==> config.mk <==
export PLATFORM = sky130hd
export DESIGN_NAME = space_vector_pwm_cordic
export DESIGN_NICKNAME = d
export VERILOG_FILES = /design/src/sv/svpc_pkg.sv /design/src/sv/svpc_ctrl.sv /design/src/sv/svpc_datapath.sv /design/src/sv/space_vector_pwm_cordic.sv
export SDC_FILE = /design/constraint.sdc
export NUM_CORES = 2
export LEC_CHECK = 0
export BUFFER_PORTS_ARGS = -buffer_cell sky130_fd_sc_hd__buf_2
export CAP_MARGIN = 20
export CORE_MARGIN = 2
export CORE_UTILIZATION = 40
export DETAILED_ROUTE_END_ITERATION = 10
export PLACE_DENSITY = 0.58
export SLEW_MARGIN = 20
export SYNTH_ARGS = -nofsm -noshare
export SYNTH_HDL_FRONTEND = slang
export SYNTH_HIERARCHICAL = 1
export SYNTH_SLANG_ARGS = --single-unit
==> constraint.sdc <==
create_clock -name clock -period 14.3 [get_ports clock]
set_clock_uncertainty 0.05 [all_clocks]
set_input_delay 0.715 -clock clock [delete_from_list [all_inputs] [get_ports clock]]
set_output_delay 0.715 -clock clock [all_outputs]
set_load 0.01 [all_outputs]
==> src/sv/svpc_pkg.sv <==
`default_nettype none

package svpc_pkg;

   // build-time choices
   localparam int CORDIC_STEPS_DEF = 8;
   localparam int STEP_W           = 3;
   localparam int ANGLE_STEPS      = 1024;
   localparam int ANG_W            = 10;
   localparam int LIMIT_RESET      = 500;

   // field widths
   localparam int VOLT_W  = 20;
   localparam int PHASE_W = 10;
   localparam int DRIVE_W = 12;
   localparam int LIMIT_W = 10;

   // datapath widths
   localparam int XY_W     = 23;
   localparam int GAIN_W   = 10;
   localparam int PROD_W   = 32;
   localparam int MAG_W    = 10;
   localparam int SIN_W    = 12;
   localparam int SIN_IDX_W = 8;
   localparam int SIN_DEPTH = 172;

   // projection addressing: offset inside a sector runs up to its width
   localparam logic [SIN_IDX_W-1:0] REL_MAX   = 8'd171;
   localparam logic [SIN_IDX_W-1:0] R1_ORIGIN = 8'd170;

   localparam logic [7:0] STEP_ANGLE [0:7] = '{
      8'd128, 8'd76, 8'd40, 8'd20, 8'd10, 8'd5, 8'd3, 8'd1};

   localparam logic [GAIN_W-1:0] STEP_GAIN [0:7] = '{
      10'd724, 10'd648, 10'd628, 10'd623, 10'd623, 10'd622, 10'd622, 10'd622};

   typedef logic signed [SIN_W-1:0] sin_table_type [0:SIN_DEPTH-1];

   // controller to datapath
   typedef struct packed {
      logic load;
      logic rotate;
      logic scale;
      logic limit;
      logic project;
      logic write;
   } svpc_cmd_type;

   // datapath to controller
   typedef struct packed {
      logic rot_last;
   } svpc_status_type;

   // start angle of each sector
   function automatic logic [ANG_W-1:0] sector_base(input logic [2:0] sec);
      logic [ANG_W-1:0] base;
      case (sec)
         3'd0:    base = 10'd0;
         3'd1:    base = 10'd170;
         3'd2:    base = 10'd341;
         3'd3:    base = 10'd512;
         3'd4:    base = 10'd682;
         default: base = 10'd853;
      endcase
      return base;
   endfunction

   // round(1024*cos(2*pi*j/1024)) by a q30 taylor series, evaluated at elaboration
   function automatic longint cos_quadrant(input longint j);
      longint x;
      longint x2;
      longint term;
      longint sum;
      x    = (64'sd3373259426 * j * 2 + 64'sd512) >> 10;
      x2   = (x * x) >> 30;
      term = 64'sd1 << 30;
      sum  = term;
      term = ((term * x2) >> 30) / 2;   sum = sum - term;
      term = ((term * x2) >> 30) / 12;  sum = sum + term;
      term = ((term * x2) >> 30) / 30;  sum = sum - term;
      term = ((term * x2) >> 30) / 56;  sum = sum + term;
      term = ((term * x2) >> 30) / 90;  sum = sum - term;
      term = ((term * x2) >> 30) / 132; sum = sum + term;
      term = ((term * x2) >> 30) / 182; sum = sum - term;
      term = ((term * x2) >> 30) / 240; sum = sum + term;
      term = ((term * x2) >> 30) / 306; sum = sum - term;
      term = ((term * x2) >> 30) / 380; sum = sum + term;
      if (sum < 0) begin
         sum = 0;
      end
      return (sum + (64'sd1 << 19)) >> 20;
   endfunction

   // sine of k steps, k in 0..171
   function automatic sin_table_type build_sin_table();
      sin_table_type tbl;
      for (int k = 0; k < SIN_DEPTH; k++) begin
         tbl[k] = SIN_W'(cos_quadrant(longint'(ANGLE_STEPS / 4 - k)));
      end
      return tbl;
   endfunction

   localparam sin_table_type SIN_TABLE = build_sin_table();

endpackage

`default_nettype wire

==> src/sv/svpc_ctrl.sv <==
`default_nettype none

module svpc_ctrl
   import svpc_pkg::*;
(
   input  wire logic            clock,
   input  wire logic            reset,
   input  wire logic            req_tvalid,
   output logic                 req_tready,
   output logic                 rsp_tvalid,
   input  wire logic            rsp_tready,
   input  wire svpc_status_type status,
   output svpc_cmd_type         cmd
);

   typedef enum logic [2:0] {
      ST_IDLE,
      ST_ROTATE,
      ST_SCALE,
      ST_LIMIT,
      ST_PROJECT,
      ST_WRITE
   } state_type;

   state_type state_ff;
   state_type state_in;
   logic      rsp_valid_ff;
   logic      rsp_valid_in;

   // command decode and next state
   always_comb begin
      cmd      = '0;
      state_in = state_ff;
      case (state_ff)
         ST_IDLE: begin
            if (req_tvalid) begin
               cmd.load = 1'b1;
               state_in = ST_ROTATE;
            end
         end
         ST_ROTATE: begin
            cmd.rotate = 1'b1;
            if (status.rot_last) begin
               state_in = ST_SCALE;
            end
         end
         ST_SCALE: begin
            cmd.scale = 1'b1;
            state_in  = ST_LIMIT;
         end
         ST_LIMIT: begin
            cmd.limit = 1'b1;
            state_in  = ST_PROJECT;
         end
         ST_PROJECT: begin
            cmd.project = 1'b1;
            state_in    = ST_WRITE;
         end
         ST_WRITE: begin
            if (!rsp_valid_ff || rsp_tready) begin
               cmd.write = 1'b1;
               state_in  = ST_IDLE;
            end
         end
         default: begin
            state_in = ST_IDLE;
         end
      endcase
   end

   // output word flag
   always_comb begin
      if (cmd.write) begin
         rsp_valid_in = 1'b1;
      end else if (rsp_tready) begin
         rsp_valid_in = 1'b0;
      end else begin
         rsp_valid_in = rsp_valid_ff;
      end
   end

   always_ff @(posedge clock) begin
      if (reset) begin
         state_ff     <= ST_IDLE;
         rsp_valid_ff <= 1'b0;
      end else begin
         state_ff     <= state_in;
         rsp_valid_ff <= rsp_valid_in;
      end
   end

   assign req_tready = (state_ff == ST_IDLE);
   assign rsp_tvalid = rsp_valid_ff;

   // a waiting word is never overwritten
   a_no_overwrite: assert property (@(posedge clock) disable iff (reset)
      cmd.write |-> (!rsp_valid_ff || rsp_tready))
      else $error("result word overwritten while waiting");

   // an accepted word starts the rotation loop
   a_accept_rotate: assert property (@(posedge clock) disable iff (reset)
      (req_tvalid && req_tready) |=> (state_ff == ST_ROTATE))
      else $error("accepted word did not start rotation");

   // one datapath command at a time
   a_cmd_onehot: assert property (@(posedge clock) disable iff (reset)
      $onehot0({cmd.load, cmd.rotate, cmd.scale, cmd.limit, cmd.project, cmd.write}))
      else $error("more than one datapath command");

   // scaling only follows the last rotation
   a_scale_after_last: assert property (@(posedge clock) disable iff (reset)
      (state_ff == ST_SCALE) |-> ($past(cmd.rotate) && $past(status.rot_last)))
      else $error("scaling entered before rotation finished");

endmodule

`default_nettype wire

==> src/sv/svpc_datapath.sv <==
`default_nettype none

module svpc_datapath
   import svpc_pkg::*;
#(
   parameter int CORDIC_STEPS = CORDIC_STEPS_DEF
) (
   input  wire logic                      clock,
   input  wire logic                      reset,
   input  wire svpc_cmd_type              cmd,
   output svpc_status_type                status,
   input  wire logic signed [VOLT_W-1:0]  volt_d,
   input  wire logic signed [VOLT_W-1:0]  volt_q,
   input  wire logic [PHASE_W-1:0]        rotor_phase,
   input  wire logic                      csr_write,
   input  wire logic [LIMIT_W-1:0]        csr_data,
   output logic signed [DRIVE_W-1:0]      phase_a,
   output logic signed [DRIVE_W-1:0]      phase_b,
   output logic signed [DRIVE_W-1:0]      phase_c,
   output logic                           limited
);

   localparam logic [STEP_W-1:0] LAST_STEP = STEP_W'(CORDIC_STEPS - 1);

   logic [LIMIT_W-1:0]         limit_ff;
   logic [LIMIT_W-1:0]         limit_in;
   logic signed [XY_W-1:0]     x_ff, x_in;
   logic signed [XY_W-1:0]     y_ff, y_in;
   logic signed [ANG_W-1:0]    ang_ff, ang_in;
   logic [STEP_W-1:0]          step_ff, step_in;
   logic                       neg_ff, neg_in;
   logic [PHASE_W-1:0]         phase_ff, phase_in;
   logic [PROD_W-1:0]          prod_ff, prod_in;
   logic [ANG_W-1:0]           phi_ff, phi_in;
   logic [MAG_W-1:0]           mag_ff, mag_in;
   logic                       lim_ff, lim_in;
   logic [2:0]                 sec_ff, sec_in;
   logic [SIN_IDX_W-1:0]       rel_ff, rel_in;
   logic signed [DRIVE_W-1:0]  r1_ff, r1_in;
   logic signed [DRIVE_W-1:0]  r2_ff, r2_in;
   logic signed [DRIVE_W-1:0]  a_ff, a_in;
   logic signed [DRIVE_W-1:0]  b_ff, b_in;
   logic signed [DRIVE_W-1:0]  c_ff, c_in;
   logic                       limited_ff, limited_in;

   logic signed [XY_W-1:0]     vd_ext;
   logic signed [XY_W-1:0]     x_sh, y_sh;
   logic signed [XY_W-1:0]     x_rot, y_rot;
   logic signed [ANG_W-1:0]    ang_rot, step_ang;
   logic                       rot_pos;
   logic signed [ANG_W:0]      ang_ext, ang_fix;
   logic [DRIVE_W-1:0]         mag_raw;
   logic [12:0]                phi6;
   logic [ANG_W-1:0]           rel_full;
   logic [SIN_IDX_W-1:0]       idx1;
   logic signed [SIN_W-1:0]    sin1, sin2;
   logic signed [22:0]         p1, p2;
   logic signed [DRIVE_W:0]    r1e, r2e;
   logic signed [DRIVE_W:0]    sa, sb, sc;

   // one vectoring step on the shared shift and add unit
   always_comb begin
      x_sh     = x_ff >>> step_ff;
      y_sh     = y_ff >>> step_ff;
      rot_pos  = !y_ff[XY_W-1] && (y_ff != '0);
      step_ang = $signed({2'b00, STEP_ANGLE[step_ff]});
      if (rot_pos) begin
         x_rot   = x_ff + y_sh;
         y_rot   = y_ff - x_sh;
         ang_rot = ang_ff + step_ang;
      end else begin
         x_rot   = x_ff - y_sh;
         y_rot   = y_ff + x_sh;
         ang_rot = ang_ff - step_ang;
      end
      status.rot_last = (y_rot == '0) || (step_ff == LAST_STEP);
   end

   // angle fold for negative d axis, then add the rotor phase
   always_comb begin
      ang_ext = {ang_ff[ANG_W-1], ang_ff};
      if (neg_ff) begin
         ang_fix = 11'sd512 - ang_ext;
      end else begin
         ang_fix = ang_ext;
      end
   end

   // sector of the output angle, offset inside it, and the scaled magnitude
   always_comb begin
      phi6     = {1'b0, phi_ff, 2'b00} + {2'b00, phi_ff, 1'b0};
      rel_full = phi_ff - sector_base(phi6[12:10]);
      mag_raw  = prod_ff[PROD_W-1:PROD_W-DRIVE_W];
   end

   // projections onto the two sector edges
   always_comb begin
      if (rel_ff == REL_MAX) begin
         idx1 = SIN_IDX_W'(1);
         sin1 = -SIN_TABLE[idx1];
      end else begin
         idx1 = R1_ORIGIN - rel_ff;
         sin1 = SIN_TABLE[idx1];
      end
      sin2 = SIN_TABLE[rel_ff];
      p1   = $signed({1'b0, mag_ff}) * sin1;
      p2   = $signed({1'b0, mag_ff}) * sin2;
   end

   // sector patterns
   always_comb begin
      r1e = {r1_ff[DRIVE_W-1], r1_ff};
      r2e = {r2_ff[DRIVE_W-1], r2_ff};
      case (sec_ff)
         3'd0: begin
            sa = r1e + r2e;  sb = r2e - r1e;  sc = -r1e - r2e;
         end
         3'd1: begin
            sa = r1e - r2e;  sb = r1e + r2e;  sc = -r1e - r2e;
         end
         3'd2: begin
            sa = -r1e - r2e; sb = r1e + r2e;  sc = r2e - r1e;
         end
         3'd3: begin
            sa = -r1e - r2e; sb = r1e - r2e;  sc = r1e + r2e;
         end
         3'd4: begin
            sa = r2e - r1e;  sb = -r1e - r2e; sc = r1e + r2e;
         end
         default: begin
            sa = r1e + r2e;  sb = -r1e - r2e; sc = r1e - r2e;
         end
      endcase
   end

   // next values under the controller's commands
   always_comb begin
      vd_ext     = XY_W'(volt_d);
      limit_in   = csr_write ? csr_data : limit_ff;
      x_in       = x_ff;
      y_in       = y_ff;
      ang_in     = ang_ff;
      step_in    = step_ff;
      neg_in     = neg_ff;
      phase_in   = phase_ff;
      prod_in    = prod_ff;
      phi_in     = phi_ff;
      mag_in     = mag_ff;
      lim_in     = lim_ff;
      sec_in     = sec_ff;
      rel_in     = rel_ff;
      r1_in      = r1_ff;
      r2_in      = r2_ff;
      a_in       = a_ff;
      b_in       = b_ff;
      c_in       = c_ff;
      limited_in = limited_ff;
      if (cmd.load) begin
         x_in     = volt_d[VOLT_W-1] ? -vd_ext : vd_ext;
         y_in     = XY_W'(volt_q);
         ang_in   = '0;
         step_in  = '0;
         neg_in   = volt_d[VOLT_W-1];
         phase_in = rotor_phase;
      end
      if (cmd.rotate) begin
         x_in   = x_rot;
         y_in   = y_rot;
         ang_in = ang_rot;
         if (!status.rot_last) begin
            step_in = step_ff + 1'b1;
         end
      end
      if (cmd.scale) begin
         prod_in = {{(PROD_W-GAIN_W){1'b0}}, STEP_GAIN[step_ff]}
                 * {{(PROD_W-XY_W+1){1'b0}}, x_ff[XY_W-2:0]};
         phi_in  = phase_ff + ang_fix[ANG_W-1:0];
      end
      if (cmd.limit) begin
         if (mag_raw > {{(DRIVE_W-LIMIT_W){1'b0}}, limit_ff}) begin
            mag_in = limit_ff;
            lim_in = 1'b1;
         end else begin
            mag_in = mag_raw[MAG_W-1:0];
            lim_in = 1'b0;
         end
         sec_in = phi6[12:10];
         rel_in = rel_full[SIN_IDX_W-1:0];
      end
      if (cmd.project) begin
         r1_in = p1[21:10];
         r2_in = p2[21:10];
      end
      if (cmd.write) begin
         a_in       = sa[DRIVE_W-1:0];
         b_in       = sb[DRIVE_W-1:0];
         c_in       = sc[DRIVE_W-1:0];
         limited_in = lim_ff;
      end
   end

   // magnitude limit register
   always_ff @(posedge clock) begin
      if (reset) begin
         limit_ff <= LIMIT_W'(LIMIT_RESET);
      end else begin
         limit_ff <= limit_in;
      end
   end

   // working and output registers
   always_ff @(posedge clock) begin
      x_ff       <= x_in;
      y_ff       <= y_in;
      ang_ff     <= ang_in;
      step_ff    <= step_in;
      neg_ff     <= neg_in;
      phase_ff   <= phase_in;
      prod_ff    <= prod_in;
      phi_ff     <= phi_in;
      mag_ff     <= mag_in;
      lim_ff     <= lim_in;
      sec_ff     <= sec_in;
      rel_ff     <= rel_in;
      r1_ff      <= r1_in;
      r2_ff      <= r2_in;
      a_ff       <= a_in;
      b_ff       <= b_in;
      c_ff       <= c_in;
      limited_ff <= limited_in;
   end

   assign phase_a = a_ff;
   assign phase_b = b_ff;
   assign phase_c = c_ff;
   assign limited = limited_ff;

endmodule

`default_nettype wire

==> src/sv/space_vector_pwm_cordic.sv <==
`default_nettype none

// channel   direction  handshake              payload
// req       in         req_tvalid/req_tready  req_tdata: volt_d, volt_q, rotor_phase
// rsp       out        rsp_tvalid/rsp_tready  rsp_tdata: phase_a..c, rsp_tuser: limited
// csr       in         csr_valid/csr_ready    csr_data: magnitude_limit
//
// the vectoring loop runs one step per cycle on one shift/add unit and ends early
// when y reaches zero; a new word is accepted only after the last one is written.
// csr_ready is always high.
// synchronous reset idles the controller, drops rsp_tvalid, sets the limit to 500.
// a result waits in the output register; the next word is accepted and worked
// on, and holds before its write until the waiting word is taken.

module space_vector_pwm_cordic
   import svpc_pkg::*;
#(
   parameter int CORDIC_STEPS = CORDIC_STEPS_DEF
) (
   input  wire logic         clock,
   input  wire logic         reset,
   input  wire logic         req_tvalid,
   output logic              req_tready,
   // volt_d [19:0], volt_q [39:20], rotor_phase [49:40], zero [55:50]
   input  wire logic [55:0]  req_tdata,
   output logic              rsp_tvalid,
   input  wire logic         rsp_tready,
   // phase_a [11:0], phase_b [23:12], phase_c [35:24], zero [39:36]
   output logic [39:0]       rsp_tdata,
   // limited [0]
   output logic              rsp_tuser,
   input  wire logic         csr_valid,
   output logic              csr_ready,
   input  wire logic [9:0]   csr_data
);

   svpc_cmd_type              cmd;
   svpc_status_type           status;
   logic signed [DRIVE_W-1:0] phase_a;
   logic signed [DRIVE_W-1:0] phase_b;
   logic signed [DRIVE_W-1:0] phase_c;
   logic                      limited;

   assign csr_ready = 1'b1;

   // sequencer
   svpc_ctrl u_ctrl (
      .clock      (clock),
      .reset      (reset),
      .req_tvalid (req_tvalid),
      .req_tready (req_tready),
      .rsp_tvalid (rsp_tvalid),
      .rsp_tready (rsp_tready),
      .status     (status),
      .cmd        (cmd)
   );

   // arithmetic
   svpc_datapath #(
      .CORDIC_STEPS (CORDIC_STEPS)
   ) u_datapath (
      .clock       (clock),
      .reset       (reset),
      .cmd         (cmd),
      .status      (status),
      .volt_d      (req_tdata[19:0]),
      .volt_q      (req_tdata[39:20]),
      .rotor_phase (req_tdata[49:40]),
      .csr_write   (csr_valid && csr_ready),
      .csr_data    (csr_data),
      .phase_a     (phase_a),
      .phase_b     (phase_b),
      .phase_c     (phase_c),
      .limited     (limited)
   );

   // result packing
   assign rsp_tdata = {4'b0000, phase_c, phase_b, phase_a};
   assign rsp_tuser = limited;

endmodule

`default_nettype wire

==> flow_summary.toml <==
[status]
outcome = "finished, final reports clean"

[cts]
postCtsResizedCells = 0
cts.htree.levels = 4
cts_tree = "done"
cts-root-buf = "clkbuf_16"
cts_buffer_depth = 2
ctsHoldBuffers = 0
clk_pin_slew_worst_paths_ps = 80
numCtsBuffers = 17
cts_sinks = 187
postCtsSetupBuffers = 0
insertion_delay_ps = 520

[floorplanning]
dieArea_um2 = 87200
coreArea_um2 = 83800
die_height_um = 295
start_util_pct = 40.5
die_x_um = 295
rows = 106
io_pins = 115

[synthesis]
synth_area_um2 = 34000
yosysSeqAreaShare_pct = 16.0
ys_types = 101
netlist_top_cells_area = "fa_1 (19%), edfxtp_1 (15%), ha_1 (14%)"
synth-edff-count = 170
synthArstFlopShare_pct = 0
syn_inst = 3894
ys.flop_type = "edfxtp_1"
synth_top_area_share_pct = 18.5
yosys_register_bits = 187
yosys.area.top_type = "fa_1"
avgSynthCellArea_um2 = 8.72
synth_warnings = 6

[setup_path]
critPathLaunchType = "register"
cp_max_fo = 63
slowest_stage = "o211ai_1"
cp.required_ps = 14620
r2r_cells = 32
path_class = "register to register"
crit_arrival_ps = 10880
cp_slowest_stage_delay_ps = 890
end_kind = "register"

[drt]
wl_per_cell_um = 17.4
wl_um = 87400
drcViolationCount = 0
drt_iter0_drc = 1843
ant_nets = 0
viasPerCell = 5.43
num_vias = 27200
firstDrtPassIters = 6

[sta]
fin_tns_setup_ps = 0
fmax_mhz = 94.7
rsz0062_at_grt = "no"
setup_slack_ps = 3740
setup_viol = 0
drv_slew = 0
tightest_slew_ps = 1130
period_share_pct = 73.9
finalHoldViolations = 0
fin_crit_ps = 10560
hold_ws_ps = 330
relSlewSlack_pct = 24.2

[global_routing]
grt_pass1_wl_um = 145000
overflow = 0
grt_max_degree = 64
first_global_vias = 27200
antenna_found_initial = 4
grt.total_usage_pct = 20.8

[placement]
hpwl_um = 66700
place_congestion = 0.887
placed_area_um2 = 35400
pre_cts_slack_ps = 3880
portBuffers = 103

[layout]
post_route_cells_drive_above_1_share_pct = 8.41
final_area_um2 = 36000
layout.nets = 4620
final_common_cell = "inv_1"
nFillCells = 8460
layout_common_cells = "inv_1 (482), ha_1 (371), nand2_1 (325), fa_1 (314), nor2_1 (254)"
area_delta_synth_final_pct = 6.09

[min_path]
hold_class = "primary input to register"
hold_depth = 1

[job]
max_cap_violations = 0
-- through the flow --
stage,utilization [%],cells
2_1_floorplan,-,3897
3_3_place_gp,42.3,4978
3_5_place_dp,42.3,4978
4_1_cts,42.9,5010
5_1_grt,43.0,5011
6_report,43.0,5012
-- flip-flops by register name (all words and copies together), names as in the netlist, 8 cells and up --
name                 flops
u_datapath/phase_b      11
u_datapath/mag_ff       10
u_datapath/ang_ff       10
u_datapath/phase_ff     10
u_datapath/r1_ff        12
u_datapath/x_ff         23
u_datapath/phase_c      12
u_datapath/phi_ff       10
u_datapath/r2_ff        12
u_datapath/phase_a      11
u_datapath/prod_ff      12
u_datapath/rel_ff        8
u_datapath/y_ff         23
u_datapath/limit_ff     10
-- worst paths after layout --
kind	startpoint	slack, ps	to
hold reg to reg	u_datapath/lim_ff$_DFFE_PP_	400	u_datapath/limited$_DFFE_PP_
setup reg to reg	u_datapath/rel_ff[2]$_DFFE_PP_	3740	u_datapath/r1_ff[11]$_DFFE_PP_
hold / removal	req_tdata[45]	330	u_datapath/phase_ff[5]$_DFFE_PP_
setup / recovery	u_datapath/rel_ff[2]$_DFFE_PP_	3740	u_datapath/r1_ff[11]$_DFFE_PP_
-- kinds of logic after synthesis --
family	synth area share (%)
buf+inv	8.24
xor+xnor	5.84
mux	5.76
compound gates	15.6
other cells	0.0221
simple gates	16.3
flops	16.0
fa+ha+maj	32.2
-- worst max-delay path: cells and delay by family, from the launching register on --
family | cells | cell delay, ps
fa+ha+maj | 7 | 3630
simple gates | 6 | 1140
buf+inv | 8 | 2110
compound gates | 10 | 2600
flops | 1 | 330
mux | 1 | 500
-- routing by layer --
layer | track usage (%) | routed length, um
met3 | 2.83 | 4010
met1 | 27.6 | 39100
met4 | 5.92 | 1820
met2 | 35.4 | 42400
met5 | 0 | 52
-- synthesized netlist by cell type, types with 27 or more instances --
master	number
o211ai_1	38
nand3_1	51
ha_1	371
a21o_1	46
nor2b_1	104
a31oi_1	31
mux2_2	27
a211oi_1	35
o21ai_0	181
nor2_1	258
a21oi_1	245
edfxtp_1	170
inv_1	482
xor2_1	65
o21bai_1	32
fa_1	314
mux4_2	36
xnor2_1	156
nand2b_1	37
nand2_1	325
nor3_1	75
mux2i_1	58
o21a_1	28
clkbuf_1	159
and2_1	164
-- area by class of cell --
type	instances	area, um2	area share [%]
Tap cell	1134	1420	3.94
Antenna cell	1	2.50	0.00695
Clock buffer	17	425	1.18
Multi-Input combinational cell	3003	25800	71.5
Inverter	493	1850	5.14
Timing Repair Buffer	162	971	2.70
Clock inverter	15	139	0.386
Sequential cell	187	5450	15.1
Power is left out: the tool's default activity adds up to more than one toggle a clock period on the data nets, which glitch-free logic cannot reach.
